## src/design/wsqm_pkg.sv

```systemverilog
// ---------------------------------------------------------------------------
// wsqm_pkg
// Shared types and constants of the weighted sliding quantile margin block.
// ---------------------------------------------------------------------------
package wsqm_pkg;

  localparam int CFG_W      = 24;  // widest configuration register
  localparam int CFG_ADDR_W = 3;
  localparam int MARGIN_W   = 24;
  localparam int FRAC_W     = 17;  // Q1.16 fields
  localparam int CNT_W      = 32;
  localparam int WIN_W      = 6;

  localparam logic [FRAC_W-1:0] ONE_Q16 = 17'd65536;

  typedef enum logic [CFG_ADDR_W-1:0] {
    REG_INITIAL_MARGIN  = 3'd0,
    REG_MIN_MARGIN      = 3'd1,
    REG_MAX_MARGIN      = 3'd2,
    REG_DECAY_FACTOR    = 3'd3,
    REG_TARGET_COVERAGE = 3'd4,
    REG_WINDOW_IN_USE   = 3'd5
  } cfg_reg_t;

  localparam logic OP_ADD   = 1'b0;
  localparam logic OP_CLEAR = 1'b1;

  // Phase strobes broadcast to every cell.
  typedef struct packed {
    logic shift;    // new error enters cell 0, others move up one age
    logic wgt;      // weight chain update
    logic p_load;   // load the probe ring, clear accumulators
    logic p_run;    // rotate the probe ring, accumulate
    logic s_load;   // load the scan chain
    logic s_run;    // shift the scan chain toward cell 0
  } cell_ctrl_t;

endpackage

```

## src/design/wsqm_cell.sv

```systemverilog
// ---------------------------------------------------------------------------
// wsqm_cell
// One window slot: stored error, its age weight, its cumulative weight and
// the probe/scan registers passed to the neighbors.
// ---------------------------------------------------------------------------
module wsqm_cell import wsqm_pkg::*; #(
  parameter int EW  = 24,
  parameter int FW  = 6,
  parameter int AW  = 23,
  parameter int IDX = 0
) (
  input  logic              clk,
  input  cell_ctrl_t        ctrl,
  input  logic [FW-1:0]     fill,
  input  logic [FRAC_W-1:0] decay,
  input  logic [EW-1:0]     prev_val,
  input  logic [FRAC_W-1:0] prev_wt,
  input  logic [EW-1:0]     prev_pv,
  input  logic [FRAC_W-1:0] prev_pw,
  input  logic [EW-1:0]     next_pv,
  input  logic              next_pvl,
  input  logic [AW-1:0]     next_acc,
  output logic [EW-1:0]     val,
  output logic [FRAC_W-1:0] wt,
  output logic [EW-1:0]     pv,
  output logic [FRAC_W-1:0] pw,
  output logic              pvl,
  output logic [AW-1:0]     acc
);

  logic                    valid;
  logic [2*FRAC_W-1:0]     prod;

  assign valid = FW'(IDX) < fill;
  assign prod  = prev_wt * decay;

  always_ff @(posedge clk) begin
    if (ctrl.shift) begin
      val <= prev_val;
    end
    if (ctrl.wgt) begin
      // weight is at most 1.0 since decay is clamped
      wt <= (IDX == 0) ? ONE_Q16 : prod[16 +: FRAC_W];
    end
    if (ctrl.p_load) begin
      pv  <= val;
      pw  <= valid ? wt : '0;
      acc <= '0;
    end else if (ctrl.p_run) begin
      if (pv <= val) acc <= acc + AW'(pw);
      pv <= prev_pv;
      pw <= prev_pw;
    end else if (ctrl.s_load) begin
      pv  <= val;
      pvl <= valid;
    end else if (ctrl.s_run) begin
      pv  <= next_pv;
      pvl <= next_pvl;
      acc <= next_acc;
    end
  end

endmodule

```

## config.mk

```make
export PLATFORM = sky130hd
export DESIGN_NAME = wsqm_cell
export DESIGN_NICKNAME = d
export VERILOG_FILES = /design/src/design/wsqm_pkg.sv /design/src/design/wsqm_cell.sv
export SDC_FILE = /design/constraint.sdc
export NUM_CORES = 1
export LEC_CHECK = 0
export ABC_AREA = 1
export BUFFER_PORTS_ARGS = -buffer_cell sky130_fd_sc_hd__buf_2
export CAP_MARGIN = 5
export CELL_PAD_IN_SITES_DETAIL_PLACEMENT = 1
export CELL_PAD_IN_SITES_GLOBAL_PLACEMENT = 1
export CORE_MARGIN = 5
export CORE_UTILIZATION = 33
export CTS_CLUSTER_SIZE = 12
export DETAILED_ROUTE_END_ITERATION = 8
export PLACE_DENSITY = 0.87
export SYNTH_ARGS = -nofsm -noshare
export SYNTH_HDL_FRONTEND = slang
export SYNTH_SLANG_ARGS = --single-unit
```

## constraint.sdc

```tcl
create_clock -name clk -period 2.3 [get_ports clk]
set_clock_uncertainty 0.05 [all_clocks]
set_input_delay 0.115 -clock clk [delete_from_list [all_inputs] [get_ports clk]]
set_output_delay 0.115 -clock clk [all_outputs]
set_load 0.01 [all_outputs]
```

==> results.json <==
{
  "intPower_mw": 3.24,
  "drtIter0Drc": 341,
  "ioPinCount": 266,
  "fmax_mhz": 466,
  "min_path_type": "in -> reg",
  "worstMarginPinSlew_ns": 0.639,
  "ant_nets": 0,
  "synth.distinct_cells": 35,
  "fin_cells": 1279,
  "cp-startpoint": "pw[8]",
  "cts.path.max_buffers": 2,
  "powerDensity_nw_per_um2": 627,
  "r2r-end": "acc[9]",
  "drt_wl_total_um": 22800,
  "cts_buffers": 9,
  "synth-async-reset-ratio_pct": 0,
  "grt_max_degree": 50,
  "seq_area_frac_synth_pct": 40.6,
  "syn_to_final_growth_pct": 32.2,
  "total_power_mw": 4.99,
  "slowest_delay_ns": 0.41,
  "cts_tree": "yes",
  "clockPowerShare_pct": 29.0,
  "postSynthAreaPerCell_um2": 7.48,
  "syn_inst": 804,
  "maxCapViolations": 0,
  "post-cts-setup-buffer-count": 0,
  "gp_congestion": 0.853,
  "switching_power_mw": 1.75,
  "antenna_found_initial": 2,
  "synth_edf_count": 66,
  "combinationalPowerShare_pct": 30.2,
  "p_leak_nw": 4.06,
  "groute.usage.overall_pct": 21.2,
  "cp.required_ns": 2.48,
  "final_util_pct": 44.3,
  "end_kind": "flip-flop",
  "synth_area_um2": 6020,
  "hpwl_um": 16800,
  "worstSkewPairLatency_ns": 0.35,
  "finalHoldViolCount": 0,
  "cpMaxStageDelayCell": "edfxtp_1",
  "swShare_pct": 35.0,
  "gr-total-overflow": 0,
  "critPathKind": "reg -> reg",
  "synth_area_leader_cell": "edfxtp_1",
  "num_antenna_cells": 0,
  "peakVddDrop_v": 0.000350,
  "clock-sinks": 89,
  "crit_cells": 12,
  "vias_per_cell": 5.02,
  "critPathTopFamily": "simple AND/OR/NAND/NOR gates",
  "crit_path_max_fanout": 5,
  "reg2reg_slack_ns": 0.15,
  "period_needed_ns": 2.15,
  "crit_top_cell": "nand2_1",
  "synth_flop_cell": "edfxtp_1",
  "synth_area_leaders": "edfxtp_1 33%, nand2_1 14%, ha_1 8.5%",
  "setup_viol": 0,
  "path_buf_inv": 2,
  "cp-endpoint": "acc[9]",
  "fp.dieArea_um2": 21000,
  "clkSlewWorstSetupHoldPaths_ns": 0.07,
  "wire_per_inst_um": 17.8,
  "via_count": 6419,
  "grt_pass1_vias": 6993,
  "dp_slack_ns": 0.0720,
  "fin_ws_ns": 0.155,
  "path_cells": "ha_1 -> nand2_1 -> inv_1 -> nand2_1 -> nand2_1 -> inv_1 -> nand3_1 -> or2_2 -> nand3_1 -> nand2_1 -> nand2_1 -> a21oi_1",
  "pwr-share-seq_pct": 40.8,
  "rr_startpoint": "pw[8]",
  "yosysMostFrequentCell": "nand2_1",
  "dr.pass1.iters": 5,
  "start_util_pct": 33.5,
  "n_fill_cell": 2303,
  "r2r_cells": 12,
  "relSlewSlack_pct": 57.4,
  "clockRootBuffer": "clkbuf_16",
  "rsz0062_at_grt": "true",
  "drive_gt1_share_pct": 25.2,
  "final_nets": 1247,
  "fp-row-count": 49,
  "port_buffers": 213,
  "place_inst": 1230,
  "core_um2": 18000,
  "drc": 0,
  "finalInstanceArea_um2": 7960,
  "dieHeight_um": 145,
  "synth_warnings": 0,
  "die_w_um": 145,
  "drv_slew": 0,
  "htreeDepth": 3,
  "yosys.area.top_type_share_pct": 32.9,
  "placed_cell_area_um2": 7320,
  "finalCritPeriodShare_pct": 93.3,
  "worst_ep_arrival_time_ns": 2.32,
  "start_kind": "flip-flop",
  "synth_commonest_cells": "228 x nand2_1, 111 x inv_1, 81 x nor2_1, 68 x nand3_1, 66 x edfxtp_1",
  "status": "finished clean",
  "grt_pass1_wl_um": 36200,
  "synth-seq-cells": 89
}
[per-stage QoR]
| step | hold slack, ns | TNS (ns) |
|---|---|---|
| floorplan | 0.164 | 0 |
| global placement | 0.242 | 0 |
| detailed placement | 0.244 | 0 |
| CTS | 0.000284 | 0 |
| global route | 0.0184 | -0.0210 |
| finish | 0.00910 | 0 |
[worst min-delay path, cell delays in order]
cell and delay [ns]:
buf_2 0.07, inv_1 0.03, nor2_1 0.08
[what timing repair did]
action,CTS,global route
endpoints found under the setup margin,0,11
hold buffers,33,0
hold endpoints to repair,33,0
gates resized for setup,0,12
[flip-flops by register name, indices dropped and copies added (netlist names)]
signal,flops
pw,17
pvl,1
acc,23
val,24
pv,24
[cells in the final DEF, fill, tap and decap left out, types with 3 or more instances in the layout]
master and count:
edfxtp_1 66, dlygate4sd3_1 33, nand3b_1 3, clkbuf_16 9
ha_1 41, buf_12 4, or2_2 8, xor2_1 6
clkinvlp_4 3, o221ai_1 23, nor3_1 3, a21oi_1 34
nand4_1 6, inv_1 109, a31oi_1 3, inv_2 3
nand2_1 228, nand3_1 67, dfxtp_1 22, nor2_1 79
conb_1 17, buf_4 9, o21ai_0 35, a21oi_2 3
buf_2 213
[cell families (layout without fill, tap and decap cells)]
family / count (synthesis) / count (layout) / share of synthesized area (%)
buffers and inverters: 157 / 388 / 11.2
other: 2 / 17 / 0.125
adders and majority gates: 42 / 42 / 8.86
xor gates and xnor gates: 6 / 6 / 0.873
DFF: 89 / 89 / 40.6
AOI/OAI and AO/OA: 105 / 105 / 10.6
and+or+nand+nor: 403 / 403 / 27.7
[power groups by stage]
stage               combinational [mW]  clock (mW)  sequential (mW)
floorplan                        0.811           0             2.11
global placement                  1.37           0             2.06
detailed placement                1.43           0             2.07
CTS                               1.49        1.48             2.03
global route                      1.70        1.55             2.05
finish                            1.51        1.45             2.03
[worst min-delay path by stage]
| stage | from | to | slack, ns | depth (start not counted) |
|---|---|---|---|---|
| CTS | prev_pw[14] | pw[14] | 0.0003 | 3 |
| floorplan | prev_val[0] | val[0] | 0.16 | 0 |
| global route | prev_pw[14] | pw[14] | 0.02 | 3 |
| finish | prev_pw[14] | pw[14] | 0.009 | 3 |
| detailed placement | prev_val[13] | val[13] | 0.24 | 1 |
| global placement | prev_val[20] | val[20] | 0.24 | 1 |
[per-layer routing]
metal	vias to the layer above	wire length (µm)	track usage [%]
met4	4	836	9.23
li1	3091	-	-
met1	3043	8770	23.1
met5	-	25	0
met2	223	11600	38.3
met3	58	1550	5.77
[final cells by class]
| class | count | area [µm²] | share of cell area (%) |
|---|---|---|---|
| clock inverters | 5 | 40.0 | 0.503 |
| multi-input cells | 573 | 2990 | 37.5 |
| repair buffers | 259 | 1540 | 19.4 |
| flip-flops and latches | 89 | 2440 | 30.7 |
| well taps | 229 | 287 | 3.60 |
| clock buffers | 11 | 233 | 2.92 |
| inverters | 113 | 424 | 5.33 |
(Power assumes the default switching activity.)
