$ cat src/design/wsqm_pkg.sv
// ---------------------------------------------------------------------------
// wsqm_pkg
// Shared types and constants of the weighted sliding quantile margin block.
// ---------------------------------------------------------------------------
package wsqm_pkg;

  localparam int CFG_W      = 24;  // widest configuration register
  localparam int CFG_ADDR_W = 3;
  localparam int MARGIN_W   = 24;
  localparam int FRAC_W     = 17;  // Q1.16 fields
  localparam int CNT_W      = 32;
  localparam int WIN_W      = 6;

  localparam logic [FRAC_W-1:0] ONE_Q16 = 17'd65536;

  typedef enum logic [CFG_ADDR_W-1:0] {
    REG_INITIAL_MARGIN  = 3'd0,
    REG_MIN_MARGIN      = 3'd1,
    REG_MAX_MARGIN      = 3'd2,
    REG_DECAY_FACTOR    = 3'd3,
    REG_TARGET_COVERAGE = 3'd4,
    REG_WINDOW_IN_USE   = 3'd5
  } cfg_reg_t;

  localparam logic OP_ADD   = 1'b0;
  localparam logic OP_CLEAR = 1'b1;

  // Phase strobes broadcast to every cell.
  typedef struct packed {
    logic shift;    // new error enters cell 0, others move up one age
    logic wgt;      // weight chain update
    logic p_load;   // load the probe ring, clear accumulators
    logic p_run;    // rotate the probe ring, accumulate
    logic s_load;   // load the scan chain
    logic s_run;    // shift the scan chain toward cell 0
  } cell_ctrl_t;

endpackage

$ cat src/design/wsqm_div.sv
// ---------------------------------------------------------------------------
// wsqm_div
// Radix-2 restoring divider: hit * 65536 / obs, hit <= obs, one bit a cycle.
// ---------------------------------------------------------------------------
module wsqm_div import wsqm_pkg::*; (
  input  logic              clk,
  input  logic              rst,
  input  logic              start,
  input  logic [CNT_W-1:0]  hit,
  input  logic [CNT_W-1:0]  obs,
  output logic              done,
  output logic [FRAC_W-1:0] quo
);

  logic [CNT_W:0]   rem;
  logic [CNT_W:0]   rem2;
  logic             ge;
  logic [3:0]       cnt;
  logic             running;

  assign rem2 = {rem[CNT_W-1:0], 1'b0};
  assign ge   = rem2 >= {1'b0, obs};

  always_ff @(posedge clk) begin
    if (rst) begin
      running <= 1'b0;
      done    <= 1'b0;
    end else begin
      done <= 1'b0;
      if (start) begin
        if (hit == obs) begin
          // full coverage, also the no-observation case
          quo  <= ONE_Q16;
          done <= 1'b1;
        end else begin
          rem     <= {1'b0, hit};
          quo     <= '0;
          cnt     <= '0;
          running <= 1'b1;
        end
      end else if (running) begin
        rem <= ge ? rem2 - {1'b0, obs} : rem2;
        quo <= {quo[FRAC_W-2:0], ge};
        cnt <= cnt + 4'd1;
        if (cnt == 4'd15) begin
          running <= 1'b0;
          done    <= 1'b1;
        end
      end
    end
  end

endmodule

$ cat config.mk
export PLATFORM = sky130hd
export DESIGN_NAME = wsqm_div
export DESIGN_NICKNAME = d
export VERILOG_FILES = /design/src/design/wsqm_pkg.sv /design/src/design/wsqm_div.sv
export SDC_FILE = /design/constraint.sdc
export NUM_CORES = 1
export LEC_CHECK = 0
export BUFFER_PORTS_ARGS = -buffer_cell sky130_fd_sc_hd__buf_4
export CAP_MARGIN = 20
export CELL_PAD_IN_SITES_DETAIL_PLACEMENT = 0
export CELL_PAD_IN_SITES_GLOBAL_PLACEMENT = 1
export CORE_MARGIN = 4
export CORE_UTILIZATION = 30
export CTS_CLUSTER_SIZE = 20
export DETAILED_ROUTE_END_ITERATION = 16
export PLACE_DENSITY = 0.65
export SYNTH_ARGS = -nofsm -noshare
export SYNTH_HDL_FRONTEND = slang
export SYNTH_SLANG_ARGS = --single-unit
export TNS_END_PERCENT = 30
$ cat constraint.sdc
create_clock -name clk -period 3.3 [get_ports clk]
set_input_delay 0.495 -clock clk [delete_from_list [all_inputs] [get_ports clk]]
set_output_delay 0.495 -clock clk [all_outputs]
set_load 0.02 [all_outputs]
==> results of run 1 <==
[kinds of logic (layout without fill, tap and decap cells)]
kind of cell,count (synthesis),in the layout,synth area share
AO/OA/AOI/OAI,107,107,0.149
AND/OR/NAND/NOR,133,133,0.148
flip-flops,55,55,0.338
multiplexers,43,43,0.114
XOR/XNOR,61,61,0.111
adder cells (fa/ha/maj),34,34,0.0898
buffers and inverters,55,197,0.0493
[metrics by stage]
stage          utilization  instance area (um2)  instances  total power [mW]
3_5_place_dp         0.385                 6100        832              2.06
5_1_grt              0.406                 6420        846              2.86
3_3_place_gp         0.385                 6100        832              2.05
4_1_cts              0.395                 6250        840              2.66
2_1_floorplan            -                 4820        488              1.65
6_report             0.406                 6420        846              2.69
[power groups by stage]
stage / Sequential [mW] / Combinational (mW) / Clock, mW
after floorplan: 0.909 / 0.742 / 0
after global placement: 0.902 / 1.15 / 0
after detailed placement: 0.905 / 1.16 / 0
after CTS: 0.889 / 1.16 / 0.611
after global routing: 0.897 / 1.32 / 0.640
final: 0.891 / 1.21 / 0.592
[registers in the layout, indices dropped and copies added, names as in the netlist]
| name | cells |
|---|---|
| quo | 17 |
| running | 1 |
| rem | 32 |
| cnt | 4 |
| done | 1 |
[critical path, stage by stage, from the launching register on]
cell	delay (ps)
sky130_fd_sc_hd__edfxtp_1	430
sky130_fd_sc_hd__ha_4	290
sky130_fd_sc_hd__nand2b_1	70
sky130_fd_sc_hd__a211o_1	310
sky130_fd_sc_hd__a2111oi_4	320
sky130_fd_sc_hd__nor3b_2	100
sky130_fd_sc_hd__o211ai_2	220
sky130_fd_sc_hd__a31oi_4	130
sky130_fd_sc_hd__o21ai_4	310
sky130_fd_sc_hd__buf_4	250
sky130_fd_sc_hd__mux2_4	310
sky130_fd_sc_hd__mux2_2	250
[Yosys cell counts, types with 2 or more instances]
cell and instances:
sky130_fd_sc_hd__buf_6 2, sky130_fd_sc_hd__xnor2_1 17, sky130_fd_sc_hd__nand3_1 4, sky130_fd_sc_hd__o31ai_1 4
sky130_fd_sc_hd__nand2b_1 3, sky130_fd_sc_hd__edfxtp_1 53, sky130_fd_sc_hd__nor2b_1 26, sky130_fd_sc_hd__nand4_1 7
sky130_fd_sc_hd__o2bb2ai_1 2, sky130_fd_sc_hd__a211oi_1 3, sky130_fd_sc_hd__and4_1 2, sky130_fd_sc_hd__o21ai_1 2
sky130_fd_sc_hd__o21bai_1 4, sky130_fd_sc_hd__nand2_1 37, sky130_fd_sc_hd__clkbuf_1 9, sky130_fd_sc_hd__mux2_2 21
sky130_fd_sc_hd__and3_1 3, sky130_fd_sc_hd__xor2_1 44, sky130_fd_sc_hd__a21o_1 4, sky130_fd_sc_hd__inv_1 40
sky130_fd_sc_hd__nor2_1 22, sky130_fd_sc_hd__dfxtp_1 2, sky130_fd_sc_hd__o21a_1 8, sky130_fd_sc_hd__o211ai_1 2
sky130_fd_sc_hd__mux2i_1 3, sky130_fd_sc_hd__a211o_1 4, sky130_fd_sc_hd__nor3_1 4, sky130_fd_sc_hd__a21oi_1 44
sky130_fd_sc_hd__ha_1 33, sky130_fd_sc_hd__o21ai_0 14, sky130_fd_sc_hd__and2_1 3, sky130_fd_sc_hd__mux2_4 19
sky130_fd_sc_hd__nor4_1 12, sky130_fd_sc_hd__a31oi_1 2, sky130_fd_sc_hd__o221ai_1 2
[per-layer routing]
metal / track usage / share of wire / vias up
li1: - / - / 2040
met1: 0.201 / 0.47 / 1889
met2: 0.254 / 0.47 / 82
met3: 0.0294 / 0.047 / 12
met4: 0.0334 / 0.012 / 0
met5: 0 / 0 / -
[cell type report]
type / instances / share of cell area
sequential: 55 / 0.254
tap: 216 / 0.0421
clock buffer: 5 / 0.0195
multi-input combinational: 378 / 0.475
timing repair buffer: 149 / 0.182
inverter: 40 / 0.0234
clock inverter: 3 / 0.00448
[final timing paths]
check	from	endpoint	slack (ps)
max	rem[0]$_DFFE_PP_	rem[17]$_DFFE_PP_	50
min	running$_SDFFE_PP0N_	running$_SDFFE_PP0N_	460
max reg2reg	rem[0]$_DFFE_PP_	rem[17]$_DFFE_PP_	50
min reg2reg	running$_SDFFE_PP0N_	running$_SDFFE_PP0N_	460
[timing repair]
action,in CTS,in global routing
hold buffers,0,0
endpoints found under the setup margin,0,29
setup buffers,0,4
resized for setup,0,10
==> flow_summary_export.csv, run 1 <==
group,metric,value,unit
min_path,hold_path.class,"flip-flop to flip-flop",
timing,skew,8.37,ps
clock_tree,ctsHtreeMaxLevel,2,
global_route,grt_usage,0.151,
finish,leading_cell_type_in_the_layout_fill_and_taps_excluded,"sky130_fd_sc_hd__buf_4",
timing,finalHoldViolCount,0,
clock_tree,cts-buffers-inserted,5,
logic_synthesis,postSynthCellCount,488,
critical_path,critical_path_peak_fanout,9,
global_route,grt_start_max_net_pins,41,
clock_tree,cts.path.max_buffers,2,
global_route,globalRoute.totalOverflow,0,
die,fp.coreArea,15800,um2
die,rows,46,
die,dieArea,18200,um2
clock_tree,tritoncts_num_sinks,55,
power_and_ir_drop,switching_share,0.339,
critical_path,worstPathRequired,3370,ps
timing,slew_headroom,0.582,
finish,layout-area-overhead-vs-synth,33.2,%
timing,final_period_minus_worst_setup_slack,3250,ps
logic_synthesis,synth_flop_cell,"sky130_fd_sc_hd__edfxtp_1",
logic_synthesis,synth_top_area_cell,"sky130_fd_sc_hd__edfxtp_1",
die,die_h,135,um
logic_synthesis,post_synthesis_net_count,589,
drt,route.antenna.remaining_nets,0,
timing,finalHoldWorstSlack,459,ps
drt,detailedRoute.firstPassIterationCount,4,
global_route,number_of_antenna_violations_at_the_first_check_in_global_routing,0,
finish,layout-drive-gt1-share,0.344,
timing,grt_setup_unrepaired,"yes",
finish,storage_element_area,1630,um2
die,die_w,135,um
drt,vias_per_cell,4.76,
drt,route.detailed.wl_per_inst,16.7,um
timing,finalWorstSetupSlack,46.2,ps
finish,multi_input_combinational_cell_area,3050,um2
place,port_buffers,84,
job,max_cap_viol,0,
logic_synthesis,yosys_warnings,0,
critical_path,crit_type,"flip-flop to flip-flop",
timing,timing.final.crit_share,0.986,
die,design.portCount,85,
timing,finalSetupViolCount,0,
power_and_ir_drop,clock_power_share,0.220,
power_and_ir_drop,internal_power,1.78,mW
clock_tree,clk_latency,310,ps
timing,timing.setup.tns,0,ps
clock_tree,worst_setup_hold_path_clk_slew,80,ps
logic_synthesis,netlist_top_cells_area,"sky130_fd_sc_hd__edfxtp_1 33%, sky130_fd_sc_hd__ha_1 8.6%, sky130_fd_sc_hd__xor2_1 8.0%",
power_and_ir_drop,netSwitchingPower,0.913,mW
place,detailedPlacementHpwl,10900,um
place,gpl.final_weighted_congestion,0.901,
die,start_util,0.305,
logic_synthesis,synth_enable_flop_cells,53,
logic_synthesis,ys_seq_elements,55,
global_route,first_pass_grt_wire_length,21500,um
status,outcome,"finished, final reports clean",
drt,routed_wirelength,14100,um
power_and_ir_drop,ir_drop,0.222,mV
logic_synthesis,post_synthesis_sequential_area_ratio,0.338,
power_and_ir_drop,p_leak,2.80,nW
critical_path,r2r_cells,11,
place,dp_worst_setup_slack,-98.5,ps
drt,vias,4023,
drt,detailedRoute.firstIterationViolations,206,
logic_synthesis,synth_area,4820,um2
logic_synthesis,synthesis.area_per_instance,9.88,um2
logic_synthesis,async_reset_ff_frac,0,
global_route,first_global_vias,4139,
logic_synthesis,unique_masters_post_synth,62,
clock_tree,tritoncts,"built",
finish,final_nets,730,
timing,highest_attainable_clock_frequency,307,MHz
finish,diodes,0,
finish,most-common-layout-cells,"146 x sky130_fd_sc_hd__buf_4, 53 x sky130_fd_sc_hd__edfxtp_1, 44 x sky130_fd_sc_hd__a21oi_1, 44 x sky130_fd_sc_hd__xor2_1, 40 x sky130_fd_sc_hd__inv_1",
finish,n_fill_cell,1585,
timing,worstMarginPinSlew,622,ps
power_and_ir_drop,power-per-cell-area,419,nW/um2
power_and_ir_drop,power_frac_comb,0.449,
critical_path,end_kind,"flip-flop",
logic_synthesis,synth_largest_type_area_fraction,0.330,
min_path,min_path_cells,2,
critical_path,startpoint_type,"flip-flop",
power_and_ir_drop,seq_power_share,0.331,
timing,timing.final.max_slew_violations,0,
drt,drc,0,
critical_path,cp.arrival,3320,ps
clock_tree,ctsRootBufferMaster,"sky130_fd_sc_hd__clkbuf_16",
No activity file was read; power rests on OpenSTA's default activity.
==> run 2: changes to the inputs <==
- REMOVE_ABC_BUFFERS: unset -> 1
==> flow_summary_export.csv, run 2 (same netlist as run 1, synthesis figures left out) <==
group,metric,value,unit
drt,routed_wirelength,14200,um
die,die_h,135,um
critical_path,worstPathRequired,3370,ps
drt,vias,4045,
timing,highest_attainable_clock_frequency,312,MHz
critical_path,crit_top_cell,"sky130_fd_sc_hd__buf_4",
drt,routed_metal_1_wire_length,6410,um
critical_path,end_kind,"flip-flop",
drt,wl_met2,6930,um
place,detailedPlacementHpwl,11000,um
drt,met3_routed_wirelength,708,um
finish,diodes,0,
timing,timing.final.max_slew_violations,0,
timing,slew_headroom,0.506,
power_and_ir_drop,p_leak,2.74,nW
critical_path,slowest_delay,410,ps
clock_tree,ctsHtreeMaxLevel,2,
finish,final_nets,718,
finish,instances_no_fill,834,
timing,timing.final.crit_share,0.971,
timing,timing.setup.tns,0,ps
critical_path,setup.worst_path.start,"rem[5]$_DFFE_PP_",
power_and_ir_drop,ir_drop,0.221,mV
drt,vias_per_cell,4.85,
timing,worstMarginPinSlew,734,ps
critical_path,critical_path_peak_fanout,6,
critical_path,startpoint_type,"flip-flop",
critical_path,timing.critical_path.cells,"ha_1, buf_4, a211oi_4, a2111oi_4, nor3b_2, o211ai_2, a31oi_4, o21ai_4, buf_4, clkbuf_16, mux2_4, mux2_2",
global_route,grt_usage,0.156,
finish,layout-drive-gt1-share,0.330,
global_route,grt_start_max_net_pins,44,
min_path,timing.hold.worst.start,"running$_SDFFE_PP0N_",
die,die_w,135,um
power_and_ir_drop,power-per-cell-area,421,nW/um2
global_route,first_pass_grt_wire_length,22200,um
finish,n_fill_cell,1599,
place,gpl.final_weighted_congestion,0.810,
critical_path,critPathTopFamily,"compound AO/OA/AOI/OAI gates",
finish,largest_reg_flops,32,
place,placement.cell_area,5990,um2
finish,layout_top_registers,"rem (32), quo (17), cnt (4)",
min_path,hold_path.class,"flip-flop to flip-flop",
timing,finalWorstSetupSlack,97.1,ps
finish,finalInstanceArea,6320,um2
die,fp.coreArea,15800,um2
finish,layout-area-overhead-vs-synth,31.0,%
place,dp_cells,816,
finish,leading_cell_type_in_the_layout_fill_and_taps_excluded,"sky130_fd_sc_hd__buf_4",
timing,finalHoldViolCount,0,
drt,detailedRoute.firstPassIterationCount,4,
die,dieArea,18200,um2
global_route,first_global_vias,4337,
die,design.portCount,85,
drt,detailedRoute.firstIterationViolations,224,
clock_tree,clk_latency,310,ps
critical_path,crit_type,"flip-flop to flip-flop",
clock_tree,tritoncts_num_sinks,55,
drt,route.antenna.remaining_nets,0,
drt,drc,0,
clock_tree,cts.path.max_buffers,2,
status,outcome,"finished, final reports clean",
drt,route.detailed.wl_per_inst,17.0,um
clock_tree,worst_setup_hold_path_clk_slew,80,ps
die,rows,46,
place,dp_worst_setup_slack,-146,ps
clock_tree,ctsRootBufferMaster,"sky130_fd_sc_hd__clkbuf_16",
critical_path,cp.arrival,3270,ps
die,start_util,0.305,
critical_path,crit_buf_inv,3,
critical_path,critical_path.slowest_cell,"sky130_fd_sc_hd__edfxtp_1",
clock_tree,tritoncts,"built",
timing,final_period_minus_worst_setup_slack,3200,ps
timing,skew,6.33,ps
critical_path,launch_point_of_the_worst_reg_to_reg_path,"rem[5]$_DFFE_PP_",
place,port_buffers,84,
drt,top_signal_layer_used,"met4",
timing,finalSetupViolCount,0,
global_route,globalRoute.totalOverflow,0,
job,max_cap_viol,0,
global_route,number_of_antenna_violations_at_the_first_check_in_global_routing,0,
finish,largest_register,"rem",
clock_tree,cts-buffers-inserted,5,
finish,most-common-layout-cells,"132 x sky130_fd_sc_hd__buf_4, 53 x sky130_fd_sc_hd__edfxtp_1, 44 x sky130_fd_sc_hd__xor2_1",
[run 2: final cells by class]
type | instances | area (um2) | share of cell area
Timing Repair Buffer | 137 | 1090 | 0.173
Sequential cell | 55 | 1630 | 0.258
Clock buffer | 5 | 125 | 0.0198
Inverter | 40 | 150 | 0.0238
Multi-Input combinational cell | 378 | 3020 | 0.478
Clock inverter | 3 | 25.0 | 0.00396
Tap cell | 216 | 270 | 0.0428
[run 2: repair_timing]
item | CTS | global route
pin swaps | 1 | 2
gates resized for setup | 1 | 8
endpoints found under the setup margin | 5 | 31
hold buffers | 0 | 0
buffers inserted | 0 | 8
gates cloned | 0 | 2
[run 2: final timing paths]
| kind | to | slack (ps) | cells past startpoint |
|---|---|---|---|
| min reg2reg | running$_SDFFE_PP0N_ | 460 | 2 |
| max | rem[2]$_DFFE_PP_ | 100 | 12 |
| max reg2reg | rem[2]$_DFFE_PP_ | 100 | 12 |
| min | running$_SDFFE_PP0N_ | 460 | 2 |
[run 2: power breakdown]
| part | switching (mW) | internal (mW) | total, mW |
|---|---|---|---|
| Combinational | 0.568 | 0.618 | 1.19 |
| Sequential | 0.0373 | 0.854 | 0.891 |
| Clock | 0.294 | 0.289 | 0.582 |
| Total | 0.899 | 1.76 | 2.66 |
[run 2: tightest hold or removal path: stages, from the launching register on]
cell	delay, ps
sky130_fd_sc_hd__dfxtp_1	320
sky130_fd_sc_hd__inv_1	50
sky130_fd_sc_hd__a21oi_1	50
[run 2: per-layer routing]
metal	GRT usage	vias to the layer above
met5	0	-
met4	0.0385	0
met3	0.0265	6
met2	0.265	79
met1	0.206	1941
li1	-	2019
[run 2: through the flow]
step | utilization | power, mW | hold WS (ps)
after global placement | 0.378 | 2.02 | 429
after global routing | 0.399 | 2.83 | 475
after CTS | 0.389 | 2.64 | 458
after detailed placement | 0.378 | 2.03 | 436
final | 0.399 | 2.66 | 456
after floorplan | - | 1.63 | 422
==> run 3: changes to the inputs <==
- CORE_ASPECT_RATIO: unset -> 1.75
==> flow_summary_export.csv, run 3 (same netlist as run 1, synthesis figures left out) <==
group,metric,value,unit
clock_tree,worst_setup_hold_path_clk_slew,90,ps
die,design.portCount,85,
die,dieArea,18200,um2
clock_tree,cts-hold-fix-buffers,0,
critical_path,crit_type,"flip-flop to flip-flop",
critical_path,crit_buf_inv,1,
global_route,first_pass_grt_wire_length,22800,um
timing,finalHoldWorstSlack,460,ps
timing,highest_attainable_clock_frequency,313,MHz
timing,grt_setup_unrepaired,"yes",
drt,detailedRoute.firstPassIterationCount,5,
job,max_cap_viol,0,
power_and_ir_drop,power-per-cell-area,425,nW/um2
die,die_w,104,um
status,outcome,"finished, final reports clean",
critical_path,critical_path.slowest_cell,"sky130_fd_sc_hd__edfxtp_1",
timing,finalSetupViolCount,0,
place,dp_cells,793,
clock_tree,cts-buffers-inserted,5,
timing,finalWorstSetupSlack,103,ps
power_and_ir_drop,p_total,2.64,mW
clock_tree,ctsRootBufferMaster,"sky130_fd_sc_hd__clkbuf_16",
finish,diodes,0,
finish,layout-drive-gt1-share,0.318,
drt,vias,4027,
drt,route.detailed.wl_per_inst,18.1,um
die,die_h,176,um
clock_tree,ctsHtreeMaxLevel,2,
global_route,number_of_antenna_violations_at_the_first_check_in_global_routing,0,
timing,slew_headroom,0.632,
critical_path,worstPathRequired,3360,ps
critical_path,end_kind,"flip-flop",
drt,vias_per_cell,5.01,
finish,most-common-layout-cells,"130 x sky130_fd_sc_hd__buf_4, 53 x sky130_fd_sc_hd__edfxtp_1, 44 x sky130_fd_sc_hd__a21oi_1, 44 x sky130_fd_sc_hd__xor2_1, 40 x sky130_fd_sc_hd__inv_1",
global_route,grt_start_max_net_pins,39,
critical_path,cp.arrival,3260,ps
critical_path,critPathTopFamily,"compound AO/OA/AOI/OAI gates",
critical_path,timing.critical_path.cells,"ha_1, nand2b_1, a211o_1, a2111oi_4, nor3b_2, o211ai_2, a31oi_4, o21ai_4, clkbuf_16, mux2_4, mux2_2",
die,start_util,0.304,
timing,final_period_minus_worst_setup_slack,3200,ps
timing,timing.final.crit_share,0.969,
drt,detailedRoute.firstIterationViolations,144,
global_route,globalRoute.totalOverflow,0,
clock_tree,tritoncts_num_sinks,55,
die,fp.coreArea,15900,um2
critical_path,slowest_delay,430,ps
drt,route.antenna.remaining_nets,0,
power_and_ir_drop,ir_drop,0.200,mV
power_and_ir_drop,p_leak,2.71,nW
finish,layout-area-overhead-vs-synth,28.6,%
timing,worstMarginPinSlew,552,ps
drt,drc,0,
min_path,hold_path.class,"flip-flop to flip-flop",
timing,finalHoldViolCount,0,
place,gpl.final_weighted_congestion,0.877,
finish,leading_cell_type_in_the_layout_fill_and_taps_excluded,"sky130_fd_sc_hd__buf_4",
place,detailedPlacementHpwl,11600,um
finish,instances_no_fill,803,
drt,routed_wirelength,14500,um
critical_path,critical_path_peak_fanout,8,
die,rows,61,
global_route,grt_usage,0.158,
finish,layout_top_registers,"rem (32), quo (17), cnt (4)",
timing,timing.final.max_slew_violations,0,
timing,skew,11.1,ps
finish,largest_register,"rem",
global_route,first_global_vias,4434,
finish,final_nets,714,
clock_tree,clk_latency,310,ps
place,dp_worst_setup_slack,-129,ps
clock_tree,tritoncts,"built",
critical_path,startpoint_type,"flip-flop",
clock_tree,cts.path.max_buffers,2,
place,port_buffers,84,
finish,largest_reg_flops,32,
-- run 3: worst reg2reg max path, cell delays in order, from the launching register on --
cell and delay (ps):
sky130_fd_sc_hd__edfxtp_1 430, sky130_fd_sc_hd__ha_1 320, sky130_fd_sc_hd__nand2b_1 70, sky130_fd_sc_hd__a211o_1 320, sky130_fd_sc_hd__a2111oi_4 320, sky130_fd_sc_hd__nor3b_2 100
sky130_fd_sc_hd__o211ai_2 220, sky130_fd_sc_hd__a31oi_4 140, sky130_fd_sc_hd__o21ai_4 240, sky130_fd_sc_hd__clkbuf_16 220, sky130_fd_sc_hd__mux2_4 300, sky130_fd_sc_hd__mux2_2 260
-- run 3: through the flow --
stage               setup TNS [ps]  cell area [um2]   util
global placement             -1350             5970  0.376
finish                           0             6200  0.391
detailed placement           -2340             5970  0.376
global route                  -128             6200  0.391
CTS                              0             6120  0.386
floorplan                   -14160             4730      -
-- run 3: repair_timing --
action                                  in CTS  in global routing
buffers inserted                             0                  1
gates resized for setup                      0                  5
endpoints found under the hold margin        0                  0
endpoints found under the setup margin       0                 19
-- run 3: final cells by class --
| cell class | count | area, um2 |
|---|---|---|
| Multi-Input combinational cell | 378 | 3000 |
| Clock inverter | 3 | 25.0 |
| Clock buffer | 5 | 125 |
| Inverter | 40 | 150 |
| Fill cell | 1625 | 9670 |
| Tap cell | 189 | 236 |
| Sequential cell | 55 | 1630 |
| Timing Repair Buffer | 133 | 1030 |
-- run 3: final timing paths --
| path | to | slack [ps] | start | cells past startpoint |
|---|---|---|---|---|
| worst max-delay path | rem[7]$_DFFE_PP_ | 100 | rem[0]$_DFFE_PP_ | 11 |
| worst min-delay path | running$_SDFFE_PP0N_ | 460 | running$_SDFFE_PP0N_ | 2 |
| worst max register to register | rem[7]$_DFFE_PP_ | 100 | rem[0]$_DFFE_PP_ | 11 |
| worst min register to register | running$_SDFFE_PP0N_ | 460 | running$_SDFFE_PP0N_ | 2 |
-- run 3: layer usage --
layer / share of wire / up-vias / track usage
li1: - / 2005 / -
met1: 0.39 / 1910 / 0.173
met2: 0.54 / 97 / 0.303
met3: 0.040 / 15 / 0.0210
met4: 0.028 / 0 / 0.0616
met5: 0 / - / 0
-- run 3: power by group --
part	internal, mW	switching (mW)	leakage [nW]
logic	0.599	0.568	2.11
clock network	0.289	0.291	0.0708
registers	0.854	0.0372	0.526
total	1.74	0.895	2.71
